--- src/design/lpgw_pkg.sv ---
// ----------------------------------------------------------------------------
// lpgw_pkg
// types, codes and constants shared by the lcd window/glyph writer files
// ----------------------------------------------------------------------------
package lpgw_pkg;

  // action codes of an input item; other codes emit nothing
  typedef enum logic [2:0] {
    ACT_WINDOW = 3'd0,
    ACT_PIXEL  = 3'd1,
    ACT_GLYPH  = 3'd2,
    ACT_CMD    = 3'd3,
    ACT_PARAM  = 3'd4
  } lpgw_action_e;

  // register indexes of the configuration port
  typedef enum logic {
    REG_FG_COLOR = 1'b0,
    REG_BG_COLOR = 1'b1
  } lpgw_reg_e;

  localparam logic [7:0]  CMD_COLUMN_ADDR  = 8'h2A;
  localparam logic [7:0]  CMD_ROW_ADDR     = 8'h2B;
  localparam logic [7:0]  CMD_MEMORY_WRITE = 8'h2C;
  localparam logic [7:0]  ADDR_HIGH_BYTE   = 8'h00;
  localparam logic [15:0] FG_RESET         = 16'hFFE0;
  localparam logic [15:0] BG_RESET         = 16'h0000;

  // write counts per action
  localparam logic [4:0] LEN_WINDOW = 5'd11;
  localparam logic [4:0] LEN_PIXEL  = 5'd2;
  localparam logic [4:0] LEN_GLYPH  = 5'd16;
  localparam logic [4:0] LEN_SINGLE = 5'd1;
  localparam logic [4:0] LEN_NONE   = 5'd0;

  typedef struct packed {
    logic [2:0]  action;
    logic [7:0]  x_start;
    logic [7:0]  y_start;
    logic [7:0]  x_end;
    logic [7:0]  y_end;
    logic [15:0] color;
    logic [7:0]  glyph_bits;
    logic [7:0]  raw_byte;
  } lpgw_in_t;

  typedef struct packed {
    logic       is_data;
    logic [7:0] bus_byte;
    logic       last;
  } lpgw_out_t;

  typedef struct packed {
    logic [15:0] fg;
    logic [15:0] bg;
  } lpgw_colors_t;

  // number of bus writes that an action causes
  function automatic logic [4:0] lpgw_len(input logic [2:0] action);
    logic [4:0] len;
    unique case (action)
      ACT_WINDOW:         len = LEN_WINDOW;
      ACT_PIXEL:          len = LEN_PIXEL;
      ACT_GLYPH:          len = LEN_GLYPH;
      ACT_CMD, ACT_PARAM: len = LEN_SINGLE;
      default:            len = LEN_NONE;
    endcase
    return len;
  endfunction

endpackage

--- src/design/lpgw_cfg.sv ---
// ----------------------------------------------------------------------------
// lpgw_cfg
// apb register file holding the glyph foreground and background colors
// ----------------------------------------------------------------------------
module lpgw_cfg (
  input  logic                  clk_i,
  input  logic                  rst_ni,
  input  logic                  psel,
  input  logic                  penable,
  input  logic                  pwrite,
  input  logic [2:0]            paddr,
  input  logic [31:0]           pwdata,
  output logic [31:0]           prdata,
  output logic                  pready,
  output lpgw_pkg::lpgw_colors_t colors_o
);
  import lpgw_pkg::*;

  logic [15:0] fg_q, fg_d;
  logic [15:0] bg_q, bg_d;
  logic        wr_en;
  lpgw_reg_e   reg_sel;

  assign pready  = 1'b1;
  assign wr_en   = psel && penable && pwrite;
  assign reg_sel = lpgw_reg_e'(paddr[2]);

  always_comb begin
    fg_d = fg_q;
    bg_d = bg_q;
    if (wr_en) begin
      unique case (reg_sel)
        REG_FG_COLOR: fg_d = pwdata[15:0];
        REG_BG_COLOR: bg_d = pwdata[15:0];
        default:      fg_d = fg_q;
      endcase
    end
  end

  always_ff @(posedge clk_i or negedge rst_ni) begin
    if (!rst_ni) begin
      fg_q <= FG_RESET;
      bg_q <= BG_RESET;
    end else begin
      fg_q <= fg_d;
      bg_q <= bg_d;
    end
  end

  always_comb begin
    unique case (reg_sel)
      REG_FG_COLOR: prdata = {16'h0000, fg_q};
      REG_BG_COLOR: prdata = {16'h0000, bg_q};
      default:      prdata = 32'h0000_0000;
    endcase
  end

  assign colors_o = '{fg: fg_q, bg: bg_q};

endmodule

--- src/design/lpgw_byte_gen.sv ---
// ----------------------------------------------------------------------------
// lpgw_byte_gen
// selects the bus write at a given position of an item's write sequence
// ----------------------------------------------------------------------------
module lpgw_byte_gen (
  input  lpgw_pkg::lpgw_in_t     item_i,
  input  logic [3:0]             idx_i,
  input  lpgw_pkg::lpgw_colors_t colors_i,
  output lpgw_pkg::lpgw_out_t    wr_o
);
  import lpgw_pkg::*;

  logic [4:0]  len;
  logic [2:0]  bit_sel;
  logic        glyph_bit;
  logic [15:0] glyph_color;
  logic [15:0] pix_color;

  assign len         = lpgw_len(item_i.action);
  // glyph pixel n covers writes 2n and 2n+1, msb first
  assign bit_sel     = 3'd7 - idx_i[3:1];
  assign glyph_bit   = item_i.glyph_bits[bit_sel];
  assign glyph_color = glyph_bit ? colors_i.fg : colors_i.bg;
  assign pix_color   = (item_i.action == ACT_GLYPH) ? glyph_color : item_i.color;

  always_comb begin
    wr_o.is_data  = 1'b1;
    wr_o.bus_byte = 8'h00;
    wr_o.last     = ({1'b0, idx_i} == (len - 5'd1));
    unique case (item_i.action)
      ACT_WINDOW: begin
        unique case (idx_i)
          4'd0: begin
            wr_o.is_data  = 1'b0;
            wr_o.bus_byte = CMD_COLUMN_ADDR;
          end
          4'd2:    wr_o.bus_byte = item_i.x_start;
          4'd4:    wr_o.bus_byte = item_i.x_end - 8'd1;
          4'd5: begin
            wr_o.is_data  = 1'b0;
            wr_o.bus_byte = CMD_ROW_ADDR;
          end
          4'd7:    wr_o.bus_byte = item_i.y_start;
          4'd9:    wr_o.bus_byte = item_i.y_end - 8'd1;
          4'd10: begin
            wr_o.is_data  = 1'b0;
            wr_o.bus_byte = CMD_MEMORY_WRITE;
          end
          default: wr_o.bus_byte = ADDR_HIGH_BYTE;
        endcase
      end
      ACT_PIXEL, ACT_GLYPH: begin
        wr_o.bus_byte = idx_i[0] ? pix_color[7:0] : pix_color[15:8];
      end
      ACT_CMD: begin
        wr_o.is_data  = 1'b0;
        wr_o.bus_byte = item_i.raw_byte;
      end
      ACT_PARAM: wr_o.bus_byte = item_i.raw_byte;
      default:   wr_o.bus_byte = 8'h00;
    endcase
  end

endmodule

--- src/design/lcd_parallel_window_glyph_writer_core.sv ---
// ----------------------------------------------------------------------------
// lcd_parallel_window_glyph_writer_core
// 8080-style 8-bit lcd write engine: window setup, pixels, glyph bytes, raw
// ----------------------------------------------------------------------------
//
//  channel  | direction | handshake              | payload
//  ---------+-----------+------------------------+---------------------------
//  in       | input     | in_valid_i / in_stall_o  | lpgw_in_t operation
//  out      | output    | out_valid_o / out_stall_i| lpgw_out_t bus write
//  cfg      | input     | apb psel/penable/pready  | fg_color, bg_color
//
//  one bus write leaves per cycle while the output is not stalled; an item
//  has as many writes as its action: 11 for set window, 2 for a pixel, 16 for
//  a glyph byte, 1 for raw bytes and none for an unknown action
//  the next item is taken in the cycle its last write moves to the output
//  register, so items follow with no gap; reset clears the valid flags and
//  the write index
//  a stalled output holds its write and the item register waits behind it
//
module lcd_parallel_window_glyph_writer_core (
  input  logic               clk_i,
  input  logic               rst_ni,
  // operation input
  input  logic               in_valid_i,
  output logic               in_stall_o,
  input  lpgw_pkg::lpgw_in_t in_data_i,
  // bus write output
  output logic               out_valid_o,
  input  logic               out_stall_i,
  output lpgw_pkg::lpgw_out_t out_data_o,
  // configuration
  input  logic               psel,
  input  logic               penable,
  input  logic               pwrite,
  input  logic [2:0]         paddr,
  input  logic [31:0]        pwdata,
  output logic [31:0]        prdata,
  output logic               pready
);
  import lpgw_pkg::*;

  // item register and its write index
  lpgw_in_t     item_q, item_d;
  logic         hold_vld_q, hold_vld_d;
  logic [3:0]   idx_q, idx_d;
  // output register
  lpgw_out_t    out_q, out_d;
  logic         out_vld_q, out_vld_d;

  lpgw_colors_t colors;
  lpgw_out_t    gen_wr;
  logic         out_load;
  logic         in_fire;

  lpgw_cfg u_cfg (
    .clk_i    (clk_i),
    .rst_ni   (rst_ni),
    .psel     (psel),
    .penable  (penable),
    .pwrite   (pwrite),
    .paddr    (paddr),
    .pwdata   (pwdata),
    .prdata   (prdata),
    .pready   (pready),
    .colors_o (colors)
  );

  lpgw_byte_gen u_gen (
    .item_i   (item_q),
    .idx_i    (idx_q),
    .colors_i (colors),
    .wr_o     (gen_wr)
  );

  // output register takes a write when empty or being drained
  assign out_load   = hold_vld_q && (!out_vld_q || !out_stall_i);
  // item register frees up as its last write moves out
  assign in_stall_o = hold_vld_q && !(out_load && gen_wr.last);
  assign in_fire    = in_valid_i && !in_stall_o;

  always_comb begin
    item_d     = item_q;
    hold_vld_d = hold_vld_q;
    idx_d      = idx_q;
    out_d      = out_q;
    out_vld_d  = out_vld_q && out_stall_i;
    if (out_load) begin
      out_d     = gen_wr;
      out_vld_d = 1'b1;
      idx_d     = idx_q + 4'd1;
      if (gen_wr.last) begin
        hold_vld_d = 1'b0;
      end
    end
    if (in_fire) begin
      item_d     = in_data_i;
      idx_d      = 4'd0;
      // unknown actions cause no writes and never occupy the register
      hold_vld_d = (lpgw_len(in_data_i.action) != LEN_NONE);
    end
  end

  always_ff @(posedge clk_i or negedge rst_ni) begin
    if (!rst_ni) begin
      hold_vld_q <= 1'b0;
      out_vld_q  <= 1'b0;
      idx_q      <= 4'd0;
    end else begin
      hold_vld_q <= hold_vld_d;
      out_vld_q  <= out_vld_d;
      idx_q      <= idx_d;
    end
  end

  // payload registers
  always_ff @(posedge clk_i) begin
    item_q <= item_d;
    out_q  <= out_d;
  end

  assign out_valid_o = out_vld_q;
  assign out_data_o  = out_q;

  // a held item never runs past its write count
  a_idx_in_range: assert property (@(posedge clk_i) disable iff (!rst_ni)
    hold_vld_q |-> ({1'b0, idx_q} < lpgw_len(item_q.action)))
    else $error("write index beyond item length");

  // an accepted known action starts at the first write
  a_start_at_zero: assert property (@(posedge clk_i) disable iff (!rst_ni)
    in_fire && (lpgw_len(in_data_i.action) != LEN_NONE) |=> hold_vld_q && (idx_q == 4'd0))
    else $error("new item did not start at write zero");

  // a write that is not the last moves on to the next index of the same item
  a_idx_step: assert property (@(posedge clk_i) disable iff (!rst_ni)
    out_load && !gen_wr.last |=> hold_vld_q && (idx_q == $past(idx_q) + 4'd1))
    else $error("write index did not advance");

  // a write is only generated into a free or draining output register
  a_no_overwrite: assert property (@(posedge clk_i) disable iff (!rst_ni)
    out_vld_q && out_stall_i |=> out_vld_q && (out_q == $past(out_q)))
    else $error("stalled bus write overwritten");

endmodule

--- config.mk ---
export PLATFORM = sky130hd
export DESIGN_NAME = lcd_parallel_window_glyph_writer_core
export DESIGN_NICKNAME = d
export VERILOG_FILES = /design/src/design/lpgw_pkg.sv /design/src/design/lpgw_cfg.sv /design/src/design/lpgw_byte_gen.sv /design/src/design/lcd_parallel_window_glyph_writer_core.sv
export SDC_FILE = /design/constraint.sdc
export NUM_CORES = 1
export LEC_CHECK = 0
export ABC_AREA = 1
export BUFFER_PORTS_ARGS = -buffer_cell sky130_fd_sc_hd__buf_2
export CORE_AREA = 2 2 130 132
export CTS_CLUSTER_SIZE = 10
export DETAILED_ROUTE_END_ITERATION = 8
export DIE_AREA = 0 0 132 134
export PLACE_DENSITY = 0.65
export SYNTH_ARGS = -nofsm -noshare
export SYNTH_HDL_FRONTEND = slang
export SYNTH_SLANG_ARGS = --single-unit
export TNS_END_PERCENT = 30
--- constraint.sdc ---
create_clock -name clk_i -period 12.3 [get_ports clk_i]
set_input_delay 0.615 -clock clk_i [delete_from_list [all_inputs] [get_ports clk_i]]
set_output_delay 0.615 -clock clk_i [all_outputs]
set_load 0.01 [all_outputs]
==> metrics.md, run 1 <==
| Metric | Value |
|---|---|
| Final wirelength | `13.09 mm` |
| Internal | `894.5 uW` |
| Crit-path max FO | `35` |
| Clock period minus worst slack | `3.467 ns` |
| Dpl cell area | `6351 um^2` |
| YS warnings | `0` |
| Ant. Diodes | `0` |
| Initial Util | `0.3465` |
| I/O pin cnt | `154` |
| Setup_tns | `0 ns` |
| Post-synth EDFFs | `77` |
| Maximum clock path buffer count | `2` |
| Clock network power share | `0.320` |
| Number of global-route vias before repair | `4038` |
| GRT Util Overall | `0.1547` |
| WP data required | `12.34 ns` |
| Comb pwr share | `0.288` |
| CTS HTree Levels | `4` |
| R2r endpoint | `item_q[54]` |
| CTS tree | `done` |
| Routed Antenna Nets | `0` |
| Chip width | `132 um` |
| Switching portion of total power | `0.3461` |
| Syn_area_per_cell | `9.376 um^2` |
| Final design utilization | `0.4226` |
| Synth async-reset ratio | `0.3304` |
| Max Fclk | `288.5 MHz` |
| Pin slew with the least headroom to its limit | `0.9551 ns` |
| Slew Viols, Final | `0` |
| Largest net degree at the start of global routing | `39` |
| Initial DRC Count | `264` |
| Net switching power | `473.5 uW` |
| Sequential area share after synthesis | `0.5806` |
| Final Setup Violations | `0` |
| Worst skew pair latency | `0.41 ns` |
| Final hold viol count | `0` |
| GR Overflow Total | `0` |
| Placed Instances | `923` |
| Placement Setup Slack | `8.802 ns` |
| Design area | `6884 um^2` |
| Initial antenna violation count | `0` |
| First-pass GRT wire length | `20.89 mm` |
| Status | `finished, final reports clean` |
| Clk sinks | `115` |
| Leakage | `3.183 nW` |
| Post-CTS sizing | `0` |
| Period utilisation layout | `0.2819` |
| DRC Markers | `0` |
| Worst EP arrival | `3.51 ns` |
| Vias | `4164` |
| Via density | `4.360` |
| Most frequent cells in the layout | `nand2_1 (178), buf_2 (118), inv_1 (81), edfxtp_1 (77), o21ai_0 (51)` |
| Post-Synthesis Cells | `602` |
| Core area | `16290 um^2` |
| Worst Setup Slack, final | `8.833 ns` |
| #FFs+latches synth | `115` |
| Area growth syn-to-layout | `21.97%` |
| Worst vdd ir | `100.9 uV` |
| Max-capacitance violation count | `0` |
| Final estimated routing congestion in global placement | `0.7933` |
| CTS Root Cell | `clkbuf_16` |
| Relative slew slack | `0.3617` |
| RSZ-0062 raised after global routing | `no` |
| Clock slew at reported path FFs | `0.06 ns` |
| CTS Buf Count | `17` |
| # port buffers | `118` |
| Worst reg2reg path depth | `10` |
| Die Y | `134 um` |
| Dpl hpwl | `9.514 mm` |
| Post-synthesis cell area | `5644 um^2` |
| Endpoint class of the critical path | `flip-flop` |
| Setup bufs post-CTS | `0` |
| DRT Pass-1 Iters | `4` |
| Fin cells | `955` |
| Post-DR wirelength/cell | `13.70 um` |
| Nets | `836` |
| Die area | `17690 um^2` |
| Most common cell after layout, fill and taps aside | `nand2_1` |
| Hold WC Path Type | `in2async` |
| RR Startpoint | `item_q[66]` |
| Hold_buf cts | `0` |
| Critical Path Source Type | `flip-flop` |
| Dominant synthesized flop cell | `edfxtp_1` |
| Reg power frac | `0.392` |
| Num rows | `47` |
| Library cells used by synthesis | `45` |
| Fraction of layout instances using a drive strength above 1 | `0.2721` |
| PwrDens | `198.7 nW/um^2` |
| Setup CP Type | `reg2reg` |
| R2r setup slk | `8.83 ns` |
| Final setup skew | `0.008246 ns` |
sequential cells by signal, summed over array words and instances (netlist names):
signal and flops:
hold_vld_q 1, item_q 67, idx_q 4, u_cfg.fg_q 16, out_valid_o 1, u_cfg.bg_q 16, out_data_o 10
final cells by class:
type | count | area (um^2)
sequential | 115 | 3277
clock buffer | 22 | 475.5
tap | 220 | 275.3
fill | 1629 | 9405
clock inverter | 10 | 57.56
inverter | 91 | 344.1
multi-input combinational | 378 | 1857
timing repair buffer | 119 | 598.1
routing by layer:
metal	vias up	track usage	wire length, um	part of all wire
met5	-	0	0	0
met4	0	0.04348	122	0.0093
met3	10	0.05026	862	0.066
met2	123	0.2413	6039	0.46
met1	1868	0.2075	6063	0.46
li1	2163	-	-	-
worst max-delay path, stage by stage, from the launching register on:
cell,delay (ns)
edfxtp_1,0.41
inv_1,0.12
nand3_1,0.39
o21ai_0,0.31
nand4_1,0.10
nor2_1,0.18
nand2_1,0.09
nand2_2,0.14
inv_1,0.09
nor2_4,0.68
buf_4,0.55
synth_stat cells, types with 2 or more instances:
library cell	count	share of area
buf_4	17	0.023
a22o_1	2	0.0031
nor2_4	3	0.0060
a31oi_1	2	0.0022
xor2_1	3	0.0047
o21a_1	2	0.0027
inv_2	7	0.0047
buf_12	2	0.0071
conb_1	2	0.0013
clkbuf_1	10	0.0067
buf_2	2	0.0018
clkinv_1	2	0.0013
dfrtp_1	27	0.12
edfxtp_1	77	0.41
o21ai_2	2	0.0031
or2_2	2	0.0022
inv_1	81	0.054
a21oi_1	10	0.0089
nand2_1	178	0.12
nand3_2	2	0.0035
nor2_2	4	0.0044
o21ai_0	51	0.045
o211ai_2	3	0.0067
nand3_1	46	0.041
ha_1	5	0.011
nand4_1	2	0.0022
dfstp_2	11	0.051
nand2_4	2	0.0040
o21ai_1	8	0.0071
nand2_2	12	0.013
o211ai_1	2	0.0027
a211oi_1	2	0.0027
nor2_1	9	0.0060
per-stage QoR:
step | power, mW | hold slack, ns
after CTS | 1.384 | 0.3495
final | 1.368 | 0.3281
after detailed placement | 0.9403 | 0.4732
after global routing | 1.460 | 0.3586
after floorplan | 0.8442 | 0.3194
after global placement | 0.9361 | 0.4676
kinds of logic (layout without fill, tap and decap cells):
| family | count (synthesis) | in the layout | synth area share |
|---|---|---|---|
| and+or+nand+nor | 264 | 264 | 0.2095 |
| DFF | 115 | 115 | 0.5806 |
| buffers and inverters | 124 | 242 | 0.1018 |
| AOI/OAI and AO/OA | 89 | 89 | 0.09111 |
| xor gates and xnor gates | 3 | 3 | 0.004656 |
| adders and majority gates | 5 | 5 | 0.01108 |
| other | 2 | 17 | 0.001331 |
how the worst max path moves through the flow:
stage,start,endpoint,slack [ns],cells after the start
floorplan,out_stall_i,item_q[0],7.67,7
global placement,idx_q[0],item_q[55],8.81,9
detailed placement,item_q[66],item_q[63],8.80,10
CTS,item_q[66],item_q[55],8.77,10
global route,item_q[66],item_q[63],8.55,10
finish,item_q[66],item_q[54],8.83,10
power by group through the flow:
stage	Clock, mW	Combinational [mW]	Sequential, mW
after global placement	0	0.394	0.542
after global routing	0.466	0.450	0.544
after floorplan	0	0.307	0.537
final	0.438	0.394	0.536
after detailed placement	0	0.398	0.542
after CTS	0.448	0.401	0.536
Power figures use the tool's default switching activity.
==> run 2: changes to the inputs <==
Settings changed: ABC_AREA 1 to 0, CORE_AREA 2 2 130 132 to 2 2 129 131, DIE_AREA 0 0 132 134 to 0 0 131 133.
Clock period 12.3 ns to 3.45 ns, I/O delays scaled along.
==> run 2 against run 1 <==
  * Sequential power rose to 3.7 times the previous value
  * Synthesized cell count down 33%
  * Critical path depth unchanged
  * Combinational power rose to 4.0 times the previous value
  * Maximum frequency up 12%
  * Wire length up 6.3%
  * Setup slack worse by 8.5 ns
  * Worst hold slack worse by 0.31 ns
  * Sequential cell count unchanged
  * Clock skew up 0.0013 ns
  * Via count down 3.9%
  * First-iteration DRC count down 5.3%
  * Critical endpoint is now out_data_o[5]
  * Largest power group unchanged
==> metrics.md, run 2 <==
| Metric | Value |
|---|---|
| Status | `finished, final reports clean (unchanged)` |
| WP data required | `3.60 ns (was 12.34 ns)` |
| Internal | `3.736 mW (was 894.5 uW)` |
| Vias | `4003 (was 4164)` |
| Post-CTS sizing | `0 (unchanged)` |
| Max-capacitance violation count | `0 (unchanged)` |
| Final estimated routing congestion in global placement | `0.8747 (was 0.7933)` |
| CTS Root Cell | `clkbuf_16 (unchanged)` |
| Setup CP Type | `reg2reg (unchanged)` |
| Crit-path cells | `inv_1, ha_1, and3b_1, mux2i_1, ha_1, nor3b_1, xnor2_1, mux2i_1, a211oi_1, or3b_1 (was inv_1, nand3_1, o21ai_0, nand4_1, nor2_1, nand2_1, nand2_2, inv_1, nor2_4, buf_4)` |
| Reg power frac | `0.365 (was 0.392)` |
| Initial DRC Count | `250 (was 264)` |
| Post-DR wirelength/cell | `16.58 um (was 13.70 um)` |
| Max stage delay on crit path | `0.38 ns (was 0.68 ns)` |
| Post-synth EDFFs | `77 (unchanged)` |
| DRC Markers | `0 (unchanged)` |
| Period utilisation layout | `0.8957 (was 0.2819)` |
| Max Fclk | `323.6 MHz (was 288.5 MHz)` |
| Most frequent cells in the layout | `buf_2 (118), dlygate4sd3_1 (77), edfxtp_1 (77), mux2_2 (51), dfrtp_1 (27) (was nand2_1 (178), buf_2 (118), inv_1 (81), edfxtp_1 (77), o21ai_0 (51))` |
| Biggest registers after layout | `item_q: 67 flops, u_cfg.bg_q: 16 flops, u_cfg.fg_q: 16 flops (unchanged)` |
| Dominant synthesized flop cell | `edfxtp_1 (unchanged)` |
| Top cells by area, synth | `edfxtp_1 (42%), dfrtp_1 (12%), mux2_2 (10%) (was edfxtp_1 (41%), dfrtp_1 (12%), nand2_1 (12%))` |
| Final Setup Violations | `0 (unchanged)` |
| Net switching power | `1.667 mW (was 473.5 uW)` |
| CTS HTree Levels | `4 (unchanged)` |
| I/O pin cnt | `154 (unchanged)` |
| Worst vdd ir | `363.3 uV (was 100.9 uV)` |
| WHS | `0.02037 ns (was 0.3281 ns)` |
| Slew Viols, Final | `0 (unchanged)` |
| Initial antenna violation count | `0 (unchanged)` |
| WHS Path Cells | `2` |
| Filler instances | `1444 (was 1629)` |
| Fin cells | `839 (was 955)` |
| Worst Setup Slack, final | `0.3599 ns (was 8.833 ns)` |
| CTS Buf Count | `17 (unchanged)` |
| Final hold viol count | `0 (unchanged)` |
| Via density | `4.771 (was 4.360)` |
| CP max stage cell | `dfrtp_1 (was nor2_4)` |
| Routed Antenna Nets | `0 (unchanged)` |
| Commonest cells post-synth | `edfxtp_1 (77), mux2_2 (51), dfrtp_1 (27), mux2i_1 (20), nor2_1 (20) (was nand2_1 (178), inv_1 (81), edfxtp_1 (77), o21ai_0 (51), nand3_1 (46))` |
| Clock slew at reported path FFs | `0.06 ns (about the same)` |
| Post-synthesis cell area | `5499 um^2 (was 5644 um^2)` |
| Buf/Inv on CP | `1 (was 3)` |
| Core area | `16170 um^2 (was 16290 um^2)` |
| Final setup skew | `0.009566 ns (was 0.008246 ns)` |
| Fraction of layout instances using a drive strength above 1 | `0.3700 (was 0.2721)` |
| Nets | `720 (was 836)` |
| Area growth syn-to-layout | `40.20% (was 21.97%)` |
| Syn_area_per_cell | `13.65 um^2 (was 9.376 um^2)` |
| Hold WC Path Type | `in2reg (was in2async)` |
| YS warnings | `0 (unchanged)` |
| Switching portion of total power | `0.3085 (was 0.3461)` |
| Crit-path max FO | `7 (was 35)` |
| Placed Instances | `730 (was 923)` |
| Crit-path leading delay family | `simple AND/OR/NAND/NOR gates (unchanged)` |
| Most common cell after layout, fill and taps aside | `buf_2 (was nand2_1)` |
| Biggest register | `item_q (unchanged)` |
| GRT Util Overall | `0.1667 (was 0.1547)` |
| Final wirelength | `13.91 mm (was 13.09 mm)` |
| Die Y | `133 um (was 134 um)` |
| Clk sinks | `115 (unchanged)` |
| Setup bufs post-CTS | `0 (unchanged)` |
| Worst reg2reg path depth | `10 (unchanged)` |
| Die area | `17420 um^2 (was 17690 um^2)` |
| Placement Setup Slack | `0.3818 ns (was 8.802 ns)` |
| Maximum clock path buffer count | `2 (unchanged)` |
| Clock network power share | `0.345 (was 0.320)` |
| Pin slew with the least headroom to its limit | `0.9780 ns (was 0.9551 ns)` |
| Library cells used by synthesis | `60 (was 45)` |
| Endpoint class of the critical path | `flip-flop (unchanged)` |
| # port buffers | `118 (unchanged)` |
| Num rows | `47 (unchanged)` |
| Synth async-reset ratio | `0.3304 (unchanged)` |
| Worst EP arrival | `3.24 ns (was 3.51 ns)` |
| GR Overflow Total | `0 (unchanged)` |
| #FFs+latches synth | `115 (unchanged)` |
| Clock period minus worst slack | `3.090 ns (was 3.467 ns)` |
| RSZ-0062 raised after global routing | `no (unchanged)` |
| Share of Yosys cell area claimed by the top area cell type | `0.4205 (was 0.4097)` |
| PwrDens | `700.7 nW/um^2 (was 198.7 nW/um^2)` |
| Number of global-route vias before repair | `4141 (was 4038)` |
| Largest register FFs | `67 (unchanged)` |
| Post-synth top area cell | `edfxtp_1 (unchanged)` |
| DRT Pass-1 Iters | `6 (was 4)` |
| Hold_buf cts | `77 (was 0)` |
| Comb pwr share | `0.290 (was 0.288)` |
| Cell with the most instances after synthesis | `edfxtp_1 (was nand2_1)` |
| Chip width | `131 um (was 132 um)` |
| Largest net degree at the start of global routing | `58 (was 39)` |
| Dpl hpwl | `9.597 mm (was 9.514 mm)` |
| Ant. Diodes | `0 (unchanged)` |
| Post-Synthesis Cells | `403 (was 602)` |
| CTS tree | `done (unchanged)` |
| Critical Path Source Type | `flip-flop (unchanged)` |
| Worst skew pair latency | `0.41 ns (about the same)` |
| First-pass GRT wire length | `21.62 mm (was 20.89 mm)` |
| Relative slew slack | `0.3446 (was 0.3617)` |
| Sequential area share after synthesis | `0.5959 (was 0.5806)` |
| Leakage | `3.122 nW (was 3.183 nW)` |
| CP Depth | `10 (unchanged)` |
| Initial Util | `0.3400 (was 0.3465)` |
-- run 2: changes by cell type after synthesis, sizes merged, moves of 5 or more --
cell    delta
nand2    -176
clkbuf     +5
or4        +5
mux2      +52
mux2i     +21
inv       -83
o21ai     -47
nand3     -45
xnor2      +9
-- run 2: final timing paths --
check	slack [ns]	startpoint	to
max	0.36	idx_q[1]	out_data_o[5]
min	0.02	pwdata[5]	u_cfg.fg_q[5]
max reg2reg	0.36	idx_q[1]	out_data_o[5]
min reg2reg	0.51	hold_vld_q	out_valid_o
max in group asynchronous	2.41	rst_ni	u_cfg.bg_q[5]
min in group asynchronous	0.46	rst_ni	idx_q[3]
-- run 2: area by class of cell --
class | instances | area (um^2) | area share
inverter | 6 | 22.52 | 0.002921
multi-input combinational | 261 | 2056 | 0.2666
clock inverter | 15 | 205.2 | 0.02661
timing repair buffer | 205 | 1449 | 0.1879
clock buffer | 17 | 425.4 | 0.05518
tap | 220 | 275.3 | 0.03570
sequential | 115 | 3277 | 0.4250
-- run 2: logic make-up after synthesis --
kind of cell	after synthesis	synth area share
flip-flops	115	0.5959
AND/OR/NAND/NOR	80	0.07895
multiplexers	75	0.1552
AO/OA/AOI/OAI	71	0.09170
buffers and inverters	42	0.04482
XOR/XNOR	13	0.02071
adder cells (fa/ha/maj)	5	0.01138
other	2	0.001366
-- run 2: stage by stage --
stage	instance area, um^2	TNS, ns	util	power (mW)
floorplan	5602	-25.13	-	3.035
global placement	6309	0	0.3901	3.465
detailed placement	6309	0	0.3901	3.507
CTS	7710	0	0.4768	5.454
global route	7710	0	0.4768	5.680
finish	7710	0	0.4768	5.403
-- run 2: metal layers --
metal | share of wire | track usage | wire length (um)
met5 | 0 | 0 | 0
met4 | 0.015 | 0.05260 | 212
met3 | 0.056 | 0.04408 | 778
met2 | 0.50 | 0.2795 | 6966
met1 | 0.43 | 0.2087 | 5951
-- run 2: power by group through the flow --
stage | registers, mW | logic (mW) | clock network, mW
after floorplan | 1.96 | 1.07 | 0
after global placement | 1.99 | 1.48 | 0
after detailed placement | 2.00 | 1.51 | 0
after CTS | 1.97 | 1.58 | 1.90
after global routing | 2.00 | 1.71 | 1.96
final | 1.97 | 1.57 | 1.86
